File: src/sv/bhp_pkg.sv
`timescale 1ns / 1ps

package bhp_pkg;

	// Parser phases, one-hot.
	typedef enum logic [4:0] {
		PH_IDLE    = 5'b00001,
		PH_HEADER  = 5'b00010,
		PH_PALETTE = 5'b00100,
		PH_SKIP    = 5'b01000,
		PH_DONE    = 5'b10000
	} phase_t;

	// Result status codes.
	typedef enum logic [1:0] {
		ST_OK          = 2'd0,
		ST_BAD_FORMAT  = 2'd1,
		ST_BAD_PIXEL   = 2'd2,
		ST_UNSUPPORTED = 2'd3
	} status_t;

	// Byte offsets in the file where a header field completes.
	localparam logic [5:0] IDX_MAGIC_B     = 6'd0;
	localparam logic [5:0] IDX_MAGIC_M     = 6'd1;
	localparam logic [5:0] IDX_FILE_SIZE   = 6'd5;
	localparam logic [5:0] IDX_DATA_OFFSET = 6'd13;
	localparam logic [5:0] IDX_INFO_SIZE   = 6'd17;
	localparam logic [5:0] IDX_WIDTH       = 6'd21;
	localparam logic [5:0] IDX_HEIGHT      = 6'd25;
	localparam logic [5:0] IDX_PLANES      = 6'd27;
	localparam logic [5:0] IDX_BITS        = 6'd29;
	localparam logic [5:0] IDX_COMPRESSION = 6'd33;
	localparam logic [5:0] IDX_COLORS_USED = 6'd49;
	localparam logic [5:0] IDX_LAST        = 6'd53;

	localparam logic [7:0]  MAGIC_B         = 8'h42;
	localparam logic [7:0]  MAGIC_M         = 8'h4D;
	localparam logic [31:0] MIN_HEADER      = 32'd54;
	localparam logic [10:0] MIN_HEADER_11   = 11'd54;
	localparam logic [31:0] INFO_SIZE       = 32'd40;
	localparam logic [15:0] MAX_DIM_RESET   = 16'd16384;
	localparam logic [12:0] BPP_GRAY        = 13'd1;
	localparam logic [12:0] BPP_COLOR       = 13'd3;

	typedef struct packed {
		logic [1:0]         status;
		logic signed [31:0] width;
		logic signed [31:0] height;
		logic [12:0]        bytes_per_pixel;
		logic [8:0]         palette_entries;
	} result_t;

endpackage

File: src/sv/bhp_if.sv
`timescale 1ns / 1ps

// Byte stream channel into the parser.
interface bhp_in_if;
	logic       valid;
	logic       ready;
	logic [7:0] data_byte;
	logic       start_req;

	modport source (output valid, output data_byte, output start_req, input ready);
	modport sink (input valid, input data_byte, input start_req, output ready);
endinterface

// Result channel out of the parser.
interface bhp_out_if;
	logic               valid;
	logic               ready;
	logic [1:0]         status;
	logic signed [31:0] width;
	logic signed [31:0] height;
	logic [12:0]        bytes_per_pixel;
	logic [8:0]         palette_entries;

	modport source (output valid, output status, output width, output height,
		output bytes_per_pixel, output palette_entries, input ready);
	modport sink (input valid, input status, input width, input height,
		input bytes_per_pixel, input palette_entries, output ready);
endinterface

File: src/sv/bhp_parser.sv
`timescale 1ns / 1ps

module bhp_parser import bhp_pkg::*; #(
	parameter int MAX_COLORS = 256
) (
	input  logic        clk,
	input  logic        arst_n,
	input  logic        step,
	input  logic [7:0]  data_byte,
	input  logic        start_req,
	input  logic [15:0] max_dimension,
	output logic        res_valid,
	output result_t     res
);

	localparam logic [8:0]  MAX_COLORS_9  = 9'(MAX_COLORS);
	localparam logic [31:0] MAX_COLORS_32 = 32'(MAX_COLORS);

	logic [5:0]  byte_index_q;
	logic [31:0] field_accum_q;
	logic [31:0] header_offset_q;
	logic [31:0] image_width_q;
	logic [31:0] image_height_q;
	logic [12:0] pixel_bytes_q;
	logic [8:0]  color_count_q;
	logic        colors_bad_q;
	logic [9:0]  palette_byte_count_q;
	logic [7:0]  blue_latch_q;
	logic        all_gray_q;
	logic [31:0] skip_count_q;
	phase_t      phase_q;

	// Working copy of the state: reset to its start values when the request starts a new file.
	logic [5:0]  b_idx;
	logic [31:0] b_acc, b_off, b_w, b_h, b_skip;
	logic [12:0] b_pb;
	logic [8:0]  b_cc;
	logic        b_ccbad, b_gray;
	logic [9:0]  b_pbc;
	logic [7:0]  b_blue;
	phase_t      b_phase;

	always_comb begin
		if (start_req) begin
			b_idx   = '0;
			b_acc   = '0;
			b_off   = '0;
			b_w     = '0;
			b_h     = '0;
			b_pb    = '0;
			b_cc    = '0;
			b_ccbad = 1'b0;
			b_pbc   = '0;
			b_blue  = '0;
			b_gray  = 1'b1;
			b_skip  = '0;
			b_phase = PH_HEADER;
		end else begin
			b_idx   = byte_index_q;
			b_acc   = field_accum_q;
			b_off   = header_offset_q;
			b_w     = image_width_q;
			b_h     = image_height_q;
			b_pb    = pixel_bytes_q;
			b_cc    = color_count_q;
			b_ccbad = colors_bad_q;
			b_pbc   = palette_byte_count_q;
			b_blue  = blue_latch_q;
			b_gray  = all_gray_q;
			b_skip  = skip_count_q;
			b_phase = phase_q;
		end
	end

	// Derived values used by the header and palette phases.
	logic [31:0] acc_new;
	logic [8:0]  cc_eff;
	logic [10:0] used_hdr, used_pal;
	logic [31:0] skip_hdr, skip_pal;
	logic        pal_last, over_w, over_h, pb_bad;

	assign acc_new  = {data_byte, b_acc[31:8]};
	assign cc_eff   = (b_cc == 9'd0 && b_pb == BPP_GRAY) ? MAX_COLORS_9 : b_cc;
	assign used_hdr = MIN_HEADER_11 + {cc_eff, 2'b00};
	assign used_pal = MIN_HEADER_11 + {b_cc, 2'b00};
	assign skip_hdr = b_off - 32'(used_hdr);
	assign skip_pal = b_off - 32'(used_pal);
	assign pal_last = ({1'b0, b_pbc} + 11'd1) >= {b_cc, 2'b00};
	assign over_w   = !b_w[31] && (b_w > {16'd0, max_dimension});
	assign over_h   = !b_h[31] && (b_h > {16'd0, max_dimension});
	assign pb_bad   = (b_pb != BPP_GRAY) && (b_pb != BPP_COLOR);

	logic [5:0]  n_idx;
	logic [31:0] n_acc, n_off, n_w, n_h, n_skip;
	logic [12:0] n_pb;
	logic [8:0]  n_cc;
	logic        n_ccbad, n_gray;
	logic [9:0]  n_pbc;
	logic [7:0]  n_blue;
	phase_t      n_phase;
	logic        give;
	logic [1:0]  give_status;
	logic        give_ok;

	// Next state and result for one byte.
	always_comb begin
		n_idx       = b_idx;
		n_acc       = b_acc;
		n_off       = b_off;
		n_w         = b_w;
		n_h         = b_h;
		n_pb        = b_pb;
		n_cc        = b_cc;
		n_ccbad     = b_ccbad;
		n_pbc       = b_pbc;
		n_blue      = b_blue;
		n_gray      = b_gray;
		n_skip      = b_skip;
		n_phase     = b_phase;
		give        = 1'b0;
		give_status = ST_OK;
		give_ok     = 1'b0;

		case (b_phase)
			PH_HEADER: begin
				n_acc = acc_new;
				n_idx = b_idx + 6'd1;
				case (b_idx)
					IDX_MAGIC_B: begin
						if (data_byte != MAGIC_B) begin
							give        = 1'b1;
							give_status = ST_BAD_FORMAT;
						end
					end
					IDX_MAGIC_M: begin
						if (data_byte != MAGIC_M) begin
							give        = 1'b1;
							give_status = ST_BAD_FORMAT;
						end
					end
					IDX_FILE_SIZE: begin
						if (acc_new < MIN_HEADER) begin
							give        = 1'b1;
							give_status = ST_BAD_FORMAT;
						end
					end
					IDX_DATA_OFFSET: begin
						n_off = acc_new;
						if (acc_new < MIN_HEADER) begin
							give        = 1'b1;
							give_status = ST_BAD_FORMAT;
						end
					end
					IDX_INFO_SIZE: begin
						if (acc_new != INFO_SIZE) begin
							give        = 1'b1;
							give_status = ST_BAD_FORMAT;
						end
					end
					IDX_WIDTH: begin
						n_w = acc_new;
						if (acc_new == 32'd0) begin
							give        = 1'b1;
							give_status = ST_BAD_PIXEL;
						end
					end
					IDX_HEIGHT: begin
						n_h = acc_new;
						if (acc_new == 32'd0) begin
							give        = 1'b1;
							give_status = ST_BAD_PIXEL;
						end
					end
					IDX_PLANES: begin
						if (acc_new[31:16] != 16'd1) begin
							give        = 1'b1;
							give_status = ST_BAD_PIXEL;
						end
					end
					IDX_BITS: begin
						n_pb = acc_new[31:19];
						if (acc_new[31:19] == 13'd0) begin
							give        = 1'b1;
							give_status = ST_BAD_PIXEL;
						end
					end
					IDX_COMPRESSION: begin
						if (acc_new != 32'd0) begin
							give        = 1'b1;
							give_status = ST_UNSUPPORTED;
						end
					end
					IDX_COLORS_USED: begin
						n_ccbad = acc_new > MAX_COLORS_32;
						n_cc    = acc_new[8:0];
					end
					IDX_LAST: begin
						if (over_w || over_h || pb_bad) begin
							give        = 1'b1;
							give_status = ST_BAD_PIXEL;
						end else if (b_ccbad || b_off < 32'(used_hdr)) begin
							give        = 1'b1;
							give_status = ST_UNSUPPORTED;
						end else if (cc_eff != 9'd0) begin
							n_cc    = cc_eff;
							n_pbc   = '0;
							n_phase = PH_PALETTE;
						end else begin
							// No palette: go straight to padding or finish.
							n_skip = skip_hdr;
							if (skip_hdr == 32'd0) begin
								give    = 1'b1;
								give_ok = 1'b1;
							end else begin
								n_phase = PH_SKIP;
							end
						end
					end
					default: begin
					end
				endcase
			end
			PH_PALETTE: begin
				// Track whether every entry has blue equal to green and red.
				if (b_pbc[1:0] == 2'd0) begin
					n_blue = data_byte;
				end else if (b_pbc[1:0] != 2'd3 && data_byte != b_blue) begin
					n_gray = 1'b0;
				end
				if (pal_last) begin
					if (b_pb == BPP_GRAY && !n_gray) begin
						n_pb = BPP_COLOR;
					end
					n_skip = skip_pal;
					if (skip_pal == 32'd0) begin
						give    = 1'b1;
						give_ok = 1'b1;
					end else begin
						n_phase = PH_SKIP;
					end
				end else begin
					n_pbc = b_pbc + 10'd1;
				end
			end
			PH_SKIP: begin
				n_skip = b_skip - 32'd1;
				if (n_skip == 32'd0) begin
					give    = 1'b1;
					give_ok = 1'b1;
				end
			end
			default: begin
			end
		endcase

		if (give) begin
			n_phase = PH_DONE;
		end
	end

	// Result fields other than status are zero on an error.
	assign res_valid           = step && give;
	assign res.status          = give_status;
	assign res.width           = give_ok ? n_w : '0;
	assign res.height          = give_ok ? n_h : '0;
	assign res.bytes_per_pixel = give_ok ? n_pb : '0;
	assign res.palette_entries = give_ok ? n_cc : '0;

	// Parser state register.
	always_ff @(posedge clk or negedge arst_n) begin
		if (!arst_n) begin
			byte_index_q         <= '0;
			field_accum_q        <= '0;
			header_offset_q      <= '0;
			image_width_q        <= '0;
			image_height_q       <= '0;
			pixel_bytes_q        <= '0;
			color_count_q        <= '0;
			colors_bad_q         <= 1'b0;
			palette_byte_count_q <= '0;
			blue_latch_q         <= '0;
			all_gray_q           <= 1'b1;
			skip_count_q         <= '0;
			phase_q              <= PH_IDLE;
		end else if (step) begin
			byte_index_q         <= n_idx;
			field_accum_q        <= n_acc;
			header_offset_q      <= n_off;
			image_width_q        <= n_w;
			image_height_q       <= n_h;
			pixel_bytes_q        <= n_pb;
			color_count_q        <= n_cc;
			colors_bad_q         <= n_ccbad;
			palette_byte_count_q <= n_pbc;
			blue_latch_q         <= n_blue;
			all_gray_q           <= n_gray;
			skip_count_q         <= n_skip;
			phase_q              <= n_phase;
		end
	end

endmodule

File: src/sv/bhp_out_buf.sv
`timescale 1ns / 1ps

module bhp_out_buf import bhp_pkg::*; (
	input  logic    clk,
	input  logic    arst_n,
	input  logic    push,
	input  result_t push_data,
	output logic    can_push,
	output logic    out_valid,
	input  logic    out_ready,
	output result_t out_data
);

	// Two-entry result queue: the head drives the output, the second entry
	// absorbs a result produced while the head is stalled.
	logic    head_valid_q, tail_valid_q;
	result_t head_q, tail_q;
	logic    pop;

	assign can_push  = !tail_valid_q;
	assign out_valid = head_valid_q;
	assign out_data  = head_q;
	assign pop       = head_valid_q && out_ready;

	// Queue control.
	always_ff @(posedge clk or negedge arst_n) begin
		if (!arst_n) begin
			head_valid_q <= 1'b0;
			tail_valid_q <= 1'b0;
		end else begin
			if (pop) begin
				head_valid_q <= tail_valid_q || push;
				tail_valid_q <= tail_valid_q && push;
			end else if (push) begin
				head_valid_q <= 1'b1;
				tail_valid_q <= head_valid_q;
			end
		end
	end

	// Queue payload.
	always_ff @(posedge clk) begin
		if (pop) begin
			head_q <= tail_valid_q ? tail_q : push_data;
			if (push) begin
				tail_q <= push_data;
			end
		end else if (push) begin
			if (head_valid_q) begin
				tail_q <= push_data;
			end else begin
				head_q <= push_data;
			end
		end
	end

endmodule

File: src/sv/bmp_header_parser.sv
`timescale 1ns / 1ps

// BMP header checker. Takes a file one byte per clock on byte_ch; a request
// with start_req set restarts parsing at that byte. The file header and the
// 40-byte info header are checked in file order, the palette is scanned for
// gray entries, and padding up to the data offset is skipped. Exactly one
// result per file is returned on result_ch: the first error, or success on
// the last byte before the data offset; later bytes are dropped until the
// next start. Each byte is handled in the cycle it is accepted; its result,
// if any, is registered into the output queue. Bytes are accepted every
// cycle, except while two results sit unread in the two-entry output queue.
// max_dimension resets to 16384 and is written through cfg_we/cfg_wdata.
module bmp_header_parser import bhp_pkg::*; #(
	parameter int MAX_COLORS = 256
) (
	input  logic        clk,
	input  logic        arst_n,
	input  logic        cfg_we,
	input  logic [15:0] cfg_wdata,
	bhp_in_if.sink      byte_ch,
	bhp_out_if.source   result_ch
);

	logic [15:0] max_dim_q;
	logic        step;
	logic        res_valid;
	logic        can_push;
	result_t     res;
	result_t     head;

	// Configuration register.
	always_ff @(posedge clk or negedge arst_n) begin
		if (!arst_n) begin
			max_dim_q <= MAX_DIM_RESET;
		end else if (cfg_we) begin
			max_dim_q <= cfg_wdata;
		end
	end

	assign byte_ch.ready = can_push;
	assign step          = byte_ch.valid && can_push;

	bhp_parser #(
		.MAX_COLORS(MAX_COLORS)
	) u_parser (
		.clk          (clk),
		.arst_n       (arst_n),
		.step         (step),
		.data_byte    (byte_ch.data_byte),
		.start_req    (byte_ch.start_req),
		.max_dimension(max_dim_q),
		.res_valid    (res_valid),
		.res          (res)
	);

	bhp_out_buf u_out_buf (
		.clk      (clk),
		.arst_n   (arst_n),
		.push     (res_valid),
		.push_data(res),
		.can_push (can_push),
		.out_valid(result_ch.valid),
		.out_ready(result_ch.ready),
		.out_data (head)
	);

	assign result_ch.status          = head.status;
	assign result_ch.width           = head.width;
	assign result_ch.height          = head.height;
	assign result_ch.bytes_per_pixel = head.bytes_per_pixel;
	assign result_ch.palette_entries = head.palette_entries;

endmodule
File: src/flat_wrapper.sv
// flat-port wrapper written by rule: the top's interface ports become plain ports
module bmp_header_parser_flat import bhp_pkg::*;
#(
	parameter int MAX_COLORS = 256
)
  (clk, arst_n, cfg_we, cfg_wdata, byte_ch_valid, byte_ch_data_byte, byte_ch_start_req, byte_ch_ready, result_ch_valid, result_ch_status, result_ch_width, result_ch_height, result_ch_bytes_per_pixel, result_ch_palette_entries, result_ch_ready);
  bhp_in_if byte_ch_i ();
  bhp_out_if result_ch_i ();
  input  logic clk;
  input  logic arst_n;
  input  logic cfg_we;
  input  logic [15:0] cfg_wdata;
  input wire logic [$bits(byte_ch_i.valid)-1:0] byte_ch_valid;
  input wire logic [$bits(byte_ch_i.data_byte)-1:0] byte_ch_data_byte;
  input wire logic [$bits(byte_ch_i.start_req)-1:0] byte_ch_start_req;
  output wire logic [$bits(byte_ch_i.ready)-1:0] byte_ch_ready;
  output wire logic [$bits(result_ch_i.valid)-1:0] result_ch_valid;
  output wire logic [$bits(result_ch_i.status)-1:0] result_ch_status;
  output wire logic [$bits(result_ch_i.width)-1:0] result_ch_width;
  output wire logic [$bits(result_ch_i.height)-1:0] result_ch_height;
  output wire logic [$bits(result_ch_i.bytes_per_pixel)-1:0] result_ch_bytes_per_pixel;
  output wire logic [$bits(result_ch_i.palette_entries)-1:0] result_ch_palette_entries;
  input wire logic [$bits(result_ch_i.ready)-1:0] result_ch_ready;
  assign byte_ch_i.valid = byte_ch_valid;
  assign byte_ch_i.data_byte = byte_ch_data_byte;
  assign byte_ch_i.start_req = byte_ch_start_req;
  assign byte_ch_ready = byte_ch_i.ready;
  assign result_ch_valid = result_ch_i.valid;
  assign result_ch_status = result_ch_i.status;
  assign result_ch_width = result_ch_i.width;
  assign result_ch_height = result_ch_i.height;
  assign result_ch_bytes_per_pixel = result_ch_i.bytes_per_pixel;
  assign result_ch_palette_entries = result_ch_i.palette_entries;
  assign result_ch_i.ready = result_ch_ready;
  bmp_header_parser #(.MAX_COLORS(MAX_COLORS)) u_core (.clk(clk), .arst_n(arst_n), .cfg_we(cfg_we), .cfg_wdata(cfg_wdata), .byte_ch(byte_ch_i), .result_ch(result_ch_i));
endmodule
File: config.mk
export PLATFORM = sky130hd
export DESIGN_NAME = bmp_header_parser_flat
export DESIGN_NICKNAME = d
export VERILOG_FILES = /design/src/sv/bhp_pkg.sv /design/src/sv/bhp_if.sv /design/src/sv/bhp_parser.sv /design/src/sv/bhp_out_buf.sv /design/src/sv/bmp_header_parser.sv /design/src/flat_wrapper.sv
export SDC_FILE = /design/constraint.sdc
export NUM_CORES = 1
export LEC_CHECK = 0
export ABC_AREA = 1
export BUFFER_PORTS_ARGS = -buffer_cell sky130_fd_sc_hd__buf_2
export CORE_MARGIN = 1
export CORE_UTILIZATION = 45
export DETAILED_ROUTE_END_ITERATION = 6
export PLACE_DENSITY_LB_ADDON = 0.12
export SETUP_SLACK_MARGIN = 0.5
export SKIP_CTS_REPAIR_TIMING = 1
export SYNTH_ARGS = -nofsm -noshare
export SYNTH_HDL_FRONTEND = slang
export SYNTH_SLANG_ARGS = --single-unit
export TNS_END_PERCENT = 100
File: constraint.sdc
create_clock -name clk -period 21.7 [get_ports clk]
set_input_delay 4.34 -clock clk [delete_from_list [all_inputs] [get_ports clk]]
set_output_delay 4.34 -clock clk [all_outputs]
set_load 0.005 [all_outputs]
==> summary.txt, run 1 <==
Timing
  – Final Setup Violations: 0
  – Period utilisation layout: between 50 and 60%
  – Final Hold Viols: 0
  – Setup TNS: 0 ps
  – Max-slew violations: 0
  – Fin Hold WS: between 400 and 500 ps
  – Fin Clk Skew: 28.80 ps
  – Worst Tran Pin Value: a little over 1000 ps
  – Max Clk Rate: 0.08950 GHz
  – Fin crit period: 11170 ps
  – Slew margin rel.: a little under a third
  – RSZ-0062 raised after global routing: no

Critical path
  – CP delay by family, top: simple AND/OR/NAND/NOR gates
  – CP dominant cell by count: nand2_1
  – Critical Path Start Type: input port
  – Crit end category: register
  – CP Class: in2reg
  – Crit-path max FO: between 60 and 70
  – Slowest cell on crit path: buf_4
  – Crit-path max cell delay: approximately 720 ps
  – Worst EP required: between 20000 and 25000 ps
  – CP Buf/Inv Count: 7
  – Worst Path Arrival: approximately 11000 ps

Final layout
  – Commonest non-fill, non-tap cell in the layout: nand2_1
  – Fillers: 5773
  – Layout cells sized above 1: 7.822%
  – Synthesis-to-finish area growth: 11.13%
  – Nets: 3809
  – Most frequent cells in the layout: nand2_1 (1073), inv_1 (486), nor2_1 (439)
  – Util after Layout: 50.73%
  – Multi-input logic area: 0.01241 mm²
  – Reg area: 0.01087 mm²
  – Post-route cell area: 0.02872 mm²

Synth
  – Synth Net Count: 3762
  – Ys flop type: dfrtp_1
  – Post-synth cell types: 55
  – Synth Area per Inst: a little over 7 µm²
  – #FFs+latches synth: about 400
  – Mapped cell area: 0.02584 mm²
  – Post-Synthesis Cells: 3660
  – EDFF count, synth: between 150 and 200
  – Post-synthesis sequential area ratio: 42.06%
  – Yosys warns: 0
  – Asr flop ratio synth: 55.89%

Route
  – Routed Antenna Nets: 0
  – Overall routed net length: ~85000 µm
  – Post-DR wirelength/cell: 18.94 µm
  – Top sig layer: met4
  – DR DRC count: 0
  – Vias: 23810
  – Routed met1 length: 37320 µm
  – Pre-antenna DRT Iters: 5
  – Met2 wire len: 39410 µm
  – Drt initial violations: roughly 2100
  – Vias per cell: approximately 5.3
  – WL met3: 4440 µm

Place
  – Post-DP HPWL: about 63000 µm
  – PortBufs: between 100 and 150
  – Placed inst area: 0.02699 mm²
  – Routability cong.: slightly below 1

Worst hold path
  – Hold WC Path Type: reg2reg

Pwr
  – Pwr dens: 100.3 mW/mm²
  – Total chip power: 2.881 mW
  – Max VDD drop: 0.07831 mV
  – LEAKAGE: 14.38 nW

Floorplan
  – Die W: between 200 and 250 µm
  – Core Rows: slightly below 90
  – Core footprint: 0.05660 mm²
  – Total I/O pin count: 120
  – Starting Density: between 40% and 50%
  – Chip height: 241.6 µm
  – Area of the die: 0.05839 mm²

Clock network
  – CTS tree: done
  – Root Buffer: clkbuf_16
  – Clock slew at reported path FFs: 60 ps
  – Worst skew pair latency: 610 ps
  – CTS Buffer Depth: 3
  – Clock sinks: between 300 and 400
  – TritonCTS buffer count: 47
  – H-tree depth: 2

Global routing
  – Grt ovf: 0
  – Vias in the first global route: 22450
  – Antenna violations before repair: 2
  – Largest net degree at the start of global routing: between 150 and 200
  – First-pass GRT wire length: 132000 µm
  – Overall global routing resource usage: 29.04%

Outcome
  – Outcome: completed

Flow run
  – Maxcap violations: 0
path summary, 6_finish.rpt:
kind	from	end	slack, ps	cells after the start
min in group asynchronous	arst_n	u_core.u_parser.skip_count_q[7]	3690	1
setup reg to reg	u_core.u_parser.color_count_q[0]	u_core.u_out_buf.out_data[28]	14730	33
hold reg to reg	u_core.u_parser.phase_q[0]	u_core.u_parser.phase_q[0]	470	2
setup / recovery	byte_ch_start_req	u_core.u_out_buf.out_data[28]	10530	33
hold / removal	u_core.u_parser.phase_q[0]	u_core.u_parser.phase_q[0]	470	2
max in group asynchronous	arst_n	u_core.u_parser.image_width_q[28]	16690	2
metrics by stage:
stage	worst slack (ps)	std cells
after floorplan	6266	3660
after global placement	10010	4414
after detailed placement	9901	4414
after CTS	10530	4502
after global routing	9787	4503
final	10530	4503
synth_stat cells, types with 2 or more instances:
| cell | n | area share (%) |
|---|---|---|
| inv_2 | 20 | 0.29 |
| o21bai_1 | 4 | 0.12 |
| nand2_2 | 8 | 0.19 |
| ha_1 | 70 | 3.4 |
| a31oi_1 | 2 | 0.048 |
| inv_1 | 487 | 7.1 |
| o22ai_1 | 17 | 0.41 |
| nor2_4 | 3 | 0.13 |
| o2111ai_1 | 4 | 0.14 |
| and2_1 | 5 | 0.12 |
| xnor2_1 | 11 | 0.37 |
| buf_1 | 19 | 0.28 |
| nand3b_1 | 12 | 0.35 |
| buf_4 | 10 | 0.29 |
| nand4_1 | 60 | 1.5 |
| a211oi_1 | 9 | 0.26 |
| edfxtp_1 | 176 | 20 |
| dfstp_2 | 3 | 0.31 |
| or2_2 | 4 | 0.097 |
| clkinv_1 | 4 | 0.058 |
| o21ai_1 | 6 | 0.12 |
| nor3_1 | 46 | 0.89 |
| nor4_1 | 8 | 0.19 |
| nand3_1 | 160 | 3.1 |
| o21ai_0 | 279 | 5.4 |
| mux2_2 | 2 | 0.087 |
| dfrtp_1 | 220 | 21 |
| xor2_1 | 46 | 1.6 |
| nor2_1 | 440 | 6.4 |
| nor2_2 | 13 | 0.31 |
| o221ai_1 | 13 | 0.44 |
| buf_6 | 10 | 0.44 |
| a221oi_1 | 2 | 0.068 |
| o211ai_1 | 30 | 0.87 |
| a21oi_1 | 243 | 4.7 |
| a22oi_1 | 8 | 0.23 |
| nand2_1 | 1076 | 16 |
| fa_1 | 2 | 0.15 |
| buf_2 | 19 | 0.37 |
| clkbuf_1 | 93 | 1.4 |
| o21a_1 | 2 | 0.058 |
area by class of cell:
cell class,instances,area share (%)
multi-input combinational,2599,43.20
sequential,399,37.85
inverter,511,6.705
clock buffer,57,4.370
tap,756,3.294
timing repair buffer,149,2.945
clock inverter,31,1.625
antenna,1,0.008714
worst register-to-register path, delay by kind of cell (launching register included):
family,cells,cell delay [ps]
fa+ha+maj,3,750
xor+xnor,2,510
flops,1,320
buf+inv,6,1180
simple gates,21,3130
compound gates,1,660
cells by family after synthesis:
family | synth area share [%]
AND/OR/NAND/NOR | 29.07
buffers and inverters | 10.14
AO/OA/AOI/OAI | 13.10
flip-flops | 42.06
adder cells (fa/ha/maj) | 3.544
XOR/XNOR | 1.995
multiplexers | 0.08715
layer usage:
layer	up-vias	global-route usage [%]
met4	0	13.75
met2	694	47.41
met3	178	3.496
met1	11040	38.38
met5	-	0
li1	11900	-
state kept, by name (all words and copies together), names as in the netlist, 6 cells and up:
register,cells
u_core.u_parser.skip_count_q,32
u_core.u_parser.blue_latch_q,8
u_core.u_parser.field_accum_q,24
u_core.u_out_buf.tail_q,88
u_core.u_parser.color_count_q,9
u_core.u_out_buf.out_data,88
u_core.max_dim_q,16
u_core.u_parser.image_height_q,32
u_core.u_parser.pixel_bytes_q,13
u_core.u_parser.palette_byte_count_q,10
u_core.u_parser.image_width_q,32
u_core.u_parser.header_offset_q,32
u_core.u_parser.byte_index_q,6
where the power goes:
part	leakage [nW]	internal [mW]	switching [mW]	total (mW)
clock network	0.821	0.535	0.345	0.880
logic	8.98	0.271	0.727	0.999
registers	4.58	0.951	0.0513	1.00
total	14.4	1.76	1.12	2.88
(Power assumes the default switching activity.)
==> run 2, diff against run 1 <==
--- a/config.mk
+++ b/config.mk
@@ -5,7 +5,7 @@
 export SDC_FILE = /design/constraint.sdc
 export NUM_CORES = 1
 export LEC_CHECK = 0
-export ABC_AREA = 1
+export ABC_AREA = 0
 export BUFFER_PORTS_ARGS = -buffer_cell sky130_fd_sc_hd__buf_2
 export CORE_MARGIN = 1
 export CORE_UTILIZATION = 45
==> constraint.sdc (replaced) <==
create_clock -name clk -period 10.51 [get_ports clk]
set_input_delay 2.102 -clock clk [delete_from_list [all_inputs] [get_ports clk]]
set_output_delay 2.102 -clock clk [all_outputs]
set_load 0.005 [all_outputs]
==> summary.txt, run 2 <==
Clock network
  – TritonCTS buffer count: 44
  – CTS Buffer Depth: 3
  – CTS tree: done
  – Clock sinks: 399
  – Root Buffer: clkbuf_16
  – H-tree depth: 2
  – Worst skew pair latency: 590 ps
  – Clock slew at reported path FFs: 60 ps

Route
  – Post-DR wirelength/cell: approximately 25 µm
  – Drt initial violations: 2204
  – Routed Antenna Nets: 0
  – Vias: 21280
  – DR DRC count: 0
  – Pre-antenna DRT Iters: 6
  – Vias per cell: 6.365
  – Overall routed net length: 83480 µm

Global routing
  – Grt peak-use layer: met2
  – Met3 Use GR: about 4.8%
  – Antenna violations before repair: 1
  – Largest net degree at the start of global routing: 99
  – Vias in the first global route: 19690
  – First-pass GRT wire length: 126100 µm
  – Grt met2 use: between 40% and 50%
  – Met1 Usage GRT: 45.09%
  – Overall global routing resource usage: 30.60%
  – Grt ovf: 0

Synth
  – EDFF count, synth: about 180
  – Post-synthesis sequential area ratio: 45.26%
  – #FFs+latches synth: 399
  – Post-synth cell types: roughly 90
  – Most frequent cell after synthesis: nand2_1
  – Synth area leader: dfrtp_1
  – Post-Synthesis Cells: 2625
  – Top cells by count, synth: nand2_1 (344), o21ai_0 (270), nor2_1 (228), dfrtp_1 (220), edfxtp_1 (176)
  – Synth Area per Inst: 9.149 µm²
  – Ys flop type: dfrtp_1
  – Synth Net Count: 2727
  – Yosys warns: 0
  – Asr flop ratio synth: between 50 and 60%
  – Mapped cell area: 0.02402 mm²
  – Synth top area share: 22.92%
  – Synth area leaders: dfrtp_1 (23%), edfxtp_1 (22%), o21ai_0 (5.6%), nand2_1 (5.4%), ha_1 (3.6%)

Floorplan
  – Core footprint: 0.05266 mm²
  – Starting Density: 45.61%
  – Area of the die: 0.05430 mm²
  – Core Rows: 84
  – Total I/O pin count: 120
  – Chip height: around 230 µm
  – Die W: 233.0 µm

Final layout
  – Nets: 2721
  – Commonest non-fill, non-tap cell in the layout: nand2_1
  – Reg area: 0.01087 mm²
  – Fillers: 4899
  – Layout cells sized above 1: 10.62%
  – Multi-input logic area: around 0.012 mm²
  – Antenna fix cells: 0
  – Synthesis-to-finish area growth: 10.36%
  – Most frequent cells in the layout: nand2_1 (343), o21ai_0 (270), nor2_1 (223)

Timing
  – Fin crit period: between 8000 and 9000 ps
  – Max Clk Rate: 0.1148 GHz
  – Fin Hold WS: 497.6 ps
  – Fin Clk Skew: 25.62 ps
  – Period utilisation layout: 82.88%
  – Worst Tran Pin Value: 1127 ps
  – Slew margin rel.: 24.57%
  – Setup TNS: 0 ps
  – RSZ-0062 raised after global routing: no
  – Final Hold Viols: 0
  – Final Setup Violations: 0
  – Max-slew violations: 0

Critical path
  – R2R setup slack: 3130 ps
  – Reg2reg path depth: 21
  – R2R Path End: u_core.u_out_buf.out_data[30]
  – Crit-path max FO: 91
  – CP Class: in2reg
  – Worst EP required: around 11000 ps
  – Crit path launch: byte_ch_start_req
  – Worst Path Arrival: 9010 ps
  – RR Startpoint: u_core.u_parser.pixel_bytes_q[6]
  – Critical Path Start Type: input port
  – CP endpoint: u_core.u_out_buf.out_data[30]
  – Crit end category: register

Place
  – PortBufs: about 120
  – Routability cong.: 0.9954
  – Post-DP HPWL: 59170 µm

Pwr
  – Pwr dens: 185.6 mW/mm²
  – Max VDD drop: roughly 0.12 mV
  – LEAKAGE: 10.25 nW

Flow run
  – Maxcap violations: 0

Outcome
  – Outcome: completed

Worst hold path
  – Hold WC Path Type: reg2reg
==> run 2: cell count changes in the layout (fill, tap and decap cells not counted), sizes merged, moves of 64 or more <==
cell   before  now
nor2      456  228
nand2    1084  344
mux2i       0   64
nand3     161   37
a22oi       8   96
nor2b       0   74
inv       509   55
a21oi     243  107
==> run 2: stage by stage <==
stage	setup slack, ps	instance area (µm²)	instances	power [mW]	utilization [%]
final	1799	26500	3343	4.920	50.33
after global routing	1282	26500	3343	5.123	50.33
after CTS	1913	26500	3343	4.922	50.33
after detailed placement	1303	24970	3261	3.260	47.43
after global placement	1474	24970	3261	3.249	47.43
after floorplan	1160	24020	2625	2.764	-
==> run 2: kinds of logic after synthesis <==
group,Yosys count,synth area share [%]
AOI/OAI and AO/OA,791,21.20
xor gates and xnor gates,80,2.918
adders and majority gates,72,3.814
buffers and inverters,256,4.475
DFF,399,45.26
muxes,78,3.324
and+or+nand+nor,949,19.01
==> run 2: worst min-delay path by stage <==
stage,startpoint,to,slack [ps],depth (start not counted)
after global routing,u_core.u_parser.phase_q[0],u_core.u_parser.phase_q[0],510,1
after detailed placement,u_core.u_parser.color_count_q[7],u_core.u_parser.color_count_q[7],490,1
after CTS,u_core.u_parser.phase_q[0],u_core.u_parser.phase_q[0],500,1
final,u_core.u_parser.phase_q[0],u_core.u_parser.phase_q[0],500,1
after global placement,u_core.u_parser.header_offset_q[10],u_core.u_parser.header_offset_q[10],480,2
after floorplan,u_core.u_parser.header_offset_q[10],u_core.u_parser.header_offset_q[10],460,2
==> run 2: report_power, final <==
group | internal, mW | leakage (nW) | switching (mW)
Combinational | 0.361 | 4.77 | 0.700
Clock | 0.987 | 0.745 | 0.674
Sequential | 1.85 | 4.73 | 0.345
Total | 3.20 | 10.2 | 1.72
==> run 2: layout make-up <==
cell class | instances | share of cell area, %
Clock inverter | 28 | 1.397
Tap cell | 688 | 3.248
Inverter | 51 | 0.7223
Timing Repair Buffer | 153 | 3.366
Clock buffer | 54 | 4.372
Multi-Input combinational cell | 1970 | 45.88
Sequential cell | 399 | 41.01
==> run 2: critical path: stages <==
cell and delay [ps]:
buf_6 230, nor4b_1 380, nand4_1 300, nor2_1 410, nand2_1 80, or2_2 340
nand2_1 110, inv_1 90, ha_1 240, nor2_1 200, or4_1 160, xor2_1 160
ha_1 390, a211oi_1 560, nor2b_1 300, nand2_1 210, o21bai_1 660, or4_1 270
nor4_4 80, o22ai_4 750, buf_4 590, o21ai_0 200
==> run 2: routing by layer <==
layer,part of all wire [%],up-vias
met4,2.7,2
met1,46,10590
met3,7.1,128
li1,-,9674
met2,44,888
met5,0.022,-
==> run 3, diff against run 2 <==
--- a/config.mk
+++ b/config.mk
@@ -5,7 +5,7 @@
 export SDC_FILE = /design/constraint.sdc
 export NUM_CORES = 1
 export LEC_CHECK = 0
-export ABC_AREA = 0
+export ABC_AREA = 1
 export BUFFER_PORTS_ARGS = -buffer_cell sky130_fd_sc_hd__buf_2
 export CORE_MARGIN = 1
 export CORE_UTILIZATION = 45
==> constraint.sdc (replaced) <==
create_clock -name clk -period 7.6 [get_ports clk]
set_input_delay 1.52 -clock clk [delete_from_list [all_inputs] [get_ports clk]]
set_output_delay 1.52 -clock clk [all_outputs]
set_load 0.005 [all_outputs]
==> summary.txt, run 3 (synthesized netlist as in run 1, its figures left out) <==
Outcome
  – Outcome: completed

Floorplan
  – Die W: roughly 240 µm
  – Core Rows: 87
  – Starting Density: around 46%
  – Total I/O pin count: 120
  – Chip height: approximately 240 µm
  – Area of the die: approximately 0.058 mm²
  – Core footprint: 0.05660 mm²

Clock network
  – Clock sinks: 399
  – TritonCTS buffer count: 46
  – H-tree depth: 2
  – Clock slew at reported path FFs: roughly 60 ps
  – Worst skew pair latency: 600 ps
  – CTS tree: done
  – Root Buffer: clkbuf_16
  – CTS Buffer Depth: 3

Route
  – Drt initial violations: between 2000 and 2500
  – Pre-antenna DRT Iters: 5
  – Post-DR wirelength/cell: 18.89 µm
  – Overall routed net length: around 86000 µm
  – DR DRC count: 0
  – Vias per cell: between 5 and 6
  – Routed Antenna Nets: 0
  – Vias: between 20000 and 25000

Global routing
  – Antenna violations before repair: 3
  – Vias in the first global route: 22310
  – First-pass GRT wire length: 132300 µm
  – Grt ovf: 0
  – Largest net degree at the start of global routing: 176
  – Overall global routing resource usage: 29.13%

Critical path
  – R2R setup slack: 1990 ps
  – R2R Path End: u_core.u_out_buf.out_data[25]
  – Critical Path Start Type: input port
  – Worst EP required: 7900 ps
  – Crit path launch: byte_ch_start_req
  – CP Class: in2reg
  – Crit-path max cell delay: between 400 and 500 ps
  – RR Startpoint: u_core.u_parser.color_count_q[0]
  – Reg2reg path depth: 23
  – CP endpoint: u_core.u_out_buf.out_data[34]
  – Crit end category: register
  – Slowest cell on crit path: buf_4
  – CP dominant cell by count: nand2_1
  – Worst Path Arrival: 6910 ps
  – Crit-path max FO: 32

Final layout
  – Synthesis-to-finish area growth: 12.08%
  – Fillers: 5728
  – Layout cells sized above 1: 8.932%
  – Most frequent cells in the layout: nand2_1 (1068), inv_1 (485), nor2_1 (435)
  – Nets: 3849
  – Commonest non-fill, non-tap cell in the layout: nand2_1

Timing
  – Max-slew violations: 0
  – RSZ-0062 raised after global routing: no
  – Max Clk Rate: approximately 0.15 GHz
  – Period utilisation layout: 87.07%
  – Fin crit period: 6617 ps
  – Final Hold Viols: 0
  – Worst Tran Pin Value: between 900 and 1000 ps
  – Slew margin rel.: around 37%
  – Setup TNS: 0 ps
  – Fin Clk Skew: approximately 23 ps
  – Final Setup Violations: 0

Pwr
  – LEAKAGE: 14.53 nW
  – Pwr dens: 276.0 mW/mm²
  – Total chip power: 7.994 mW
  – Max VDD drop: between 0.2 and 0.25 mV

Place
  – Routability cong.: 1.014
  – Post-DP HPWL: 64280 µm
  – PortBufs: 119

Worst hold path
  – Hold path depth: 2
  – Hold WC Path Type: reg2reg

Flow run
  – Maxcap violations: 0
[run 3: cell types whose count changed in the layout (fill, tap and decap cells not counted), moves of 73 or more]
cell     delta
nand3_1   +120
inv_1     +435
nand2_1   +725
a21oi_1   +135
nor2_1    +212
nor2b_1    -73
a22oi_1    -88
[run 3: routing by layer]
metal | global-route usage, % | vias up | share of wire [%]
met2 | 47.98 | 667 | 47
met4 | 10.92 | 2 | 3.9
li1 | - | 11980 | -
met3 | 2.619 | 146 | 4.7
met1 | 39.81 | 11260 | 45
met5 | 0 | - | 0.019
[run 3: final cells by class]
cell class | instances | area, µm² | share of cell area [%]
multi-input cells | 2599 | 12480 | 43.10
flip-flops and latches | 399 | 10870 | 37.53
inverters | 511 | 1926 | 6.649
clock buffers | 63 | 1286 | 4.441
repair buffers | 190 | 1254 | 4.329
well taps | 756 | 945.9 | 3.266
clock inverters | 22 | 196.4 | 0.6782
diodes | 1 | 2.502 | 0.008640
[run 3: worst min-delay path by stage]
stage / startpoint / slack [ps] / end
floorplan: u_core.u_parser.phase_q[0] / 440 / u_core.u_parser.phase_q[0]
global placement: u_core.u_parser.phase_q[0] / 460 / u_core.u_parser.phase_q[0]
detailed placement: u_core.u_parser.phase_q[0] / 460 / u_core.u_parser.phase_q[0]
CTS: u_core.u_parser.phase_q[0] / 470 / u_core.u_parser.phase_q[0]
global route: u_core.u_parser.skip_count_q[18] / 490 / u_core.u_parser.skip_count_q[18]
finish: u_core.u_parser.phase_q[0] / 470 / u_core.u_parser.phase_q[0]
[run 3: stage by stage]
stage	setup slack [ps]	utilization [%]	hold slack, ps	instances	instance area (µm²)
CTS	1029	51.16	470.0	4540	28960
global placement	415.8	48.54	459.0	4455	27480
floorplan	505.1	-	442.8	3660	25960
global route	531.1	51.17	491.8	4541	28960
detailed placement	405.3	48.54	458.8	4455	27480
finish	982.9	51.17	467.4	4541	28960
[run 3: where the power goes]
group | internal (mW) | switching (mW)
clock | 1.26 | 0.941
sequential | 2.71 | 0.141
combinational | 0.852 | 2.09
[run 3: worst max-delay path: cells and delay by family]
family / cells / cell delay (ps)
simple gates: 21 / 3080
buf+inv: 7 / 1230
fa+ha+maj: 2 / 480
compound gates: 2 / 370
xor+xnor: 1 / 190
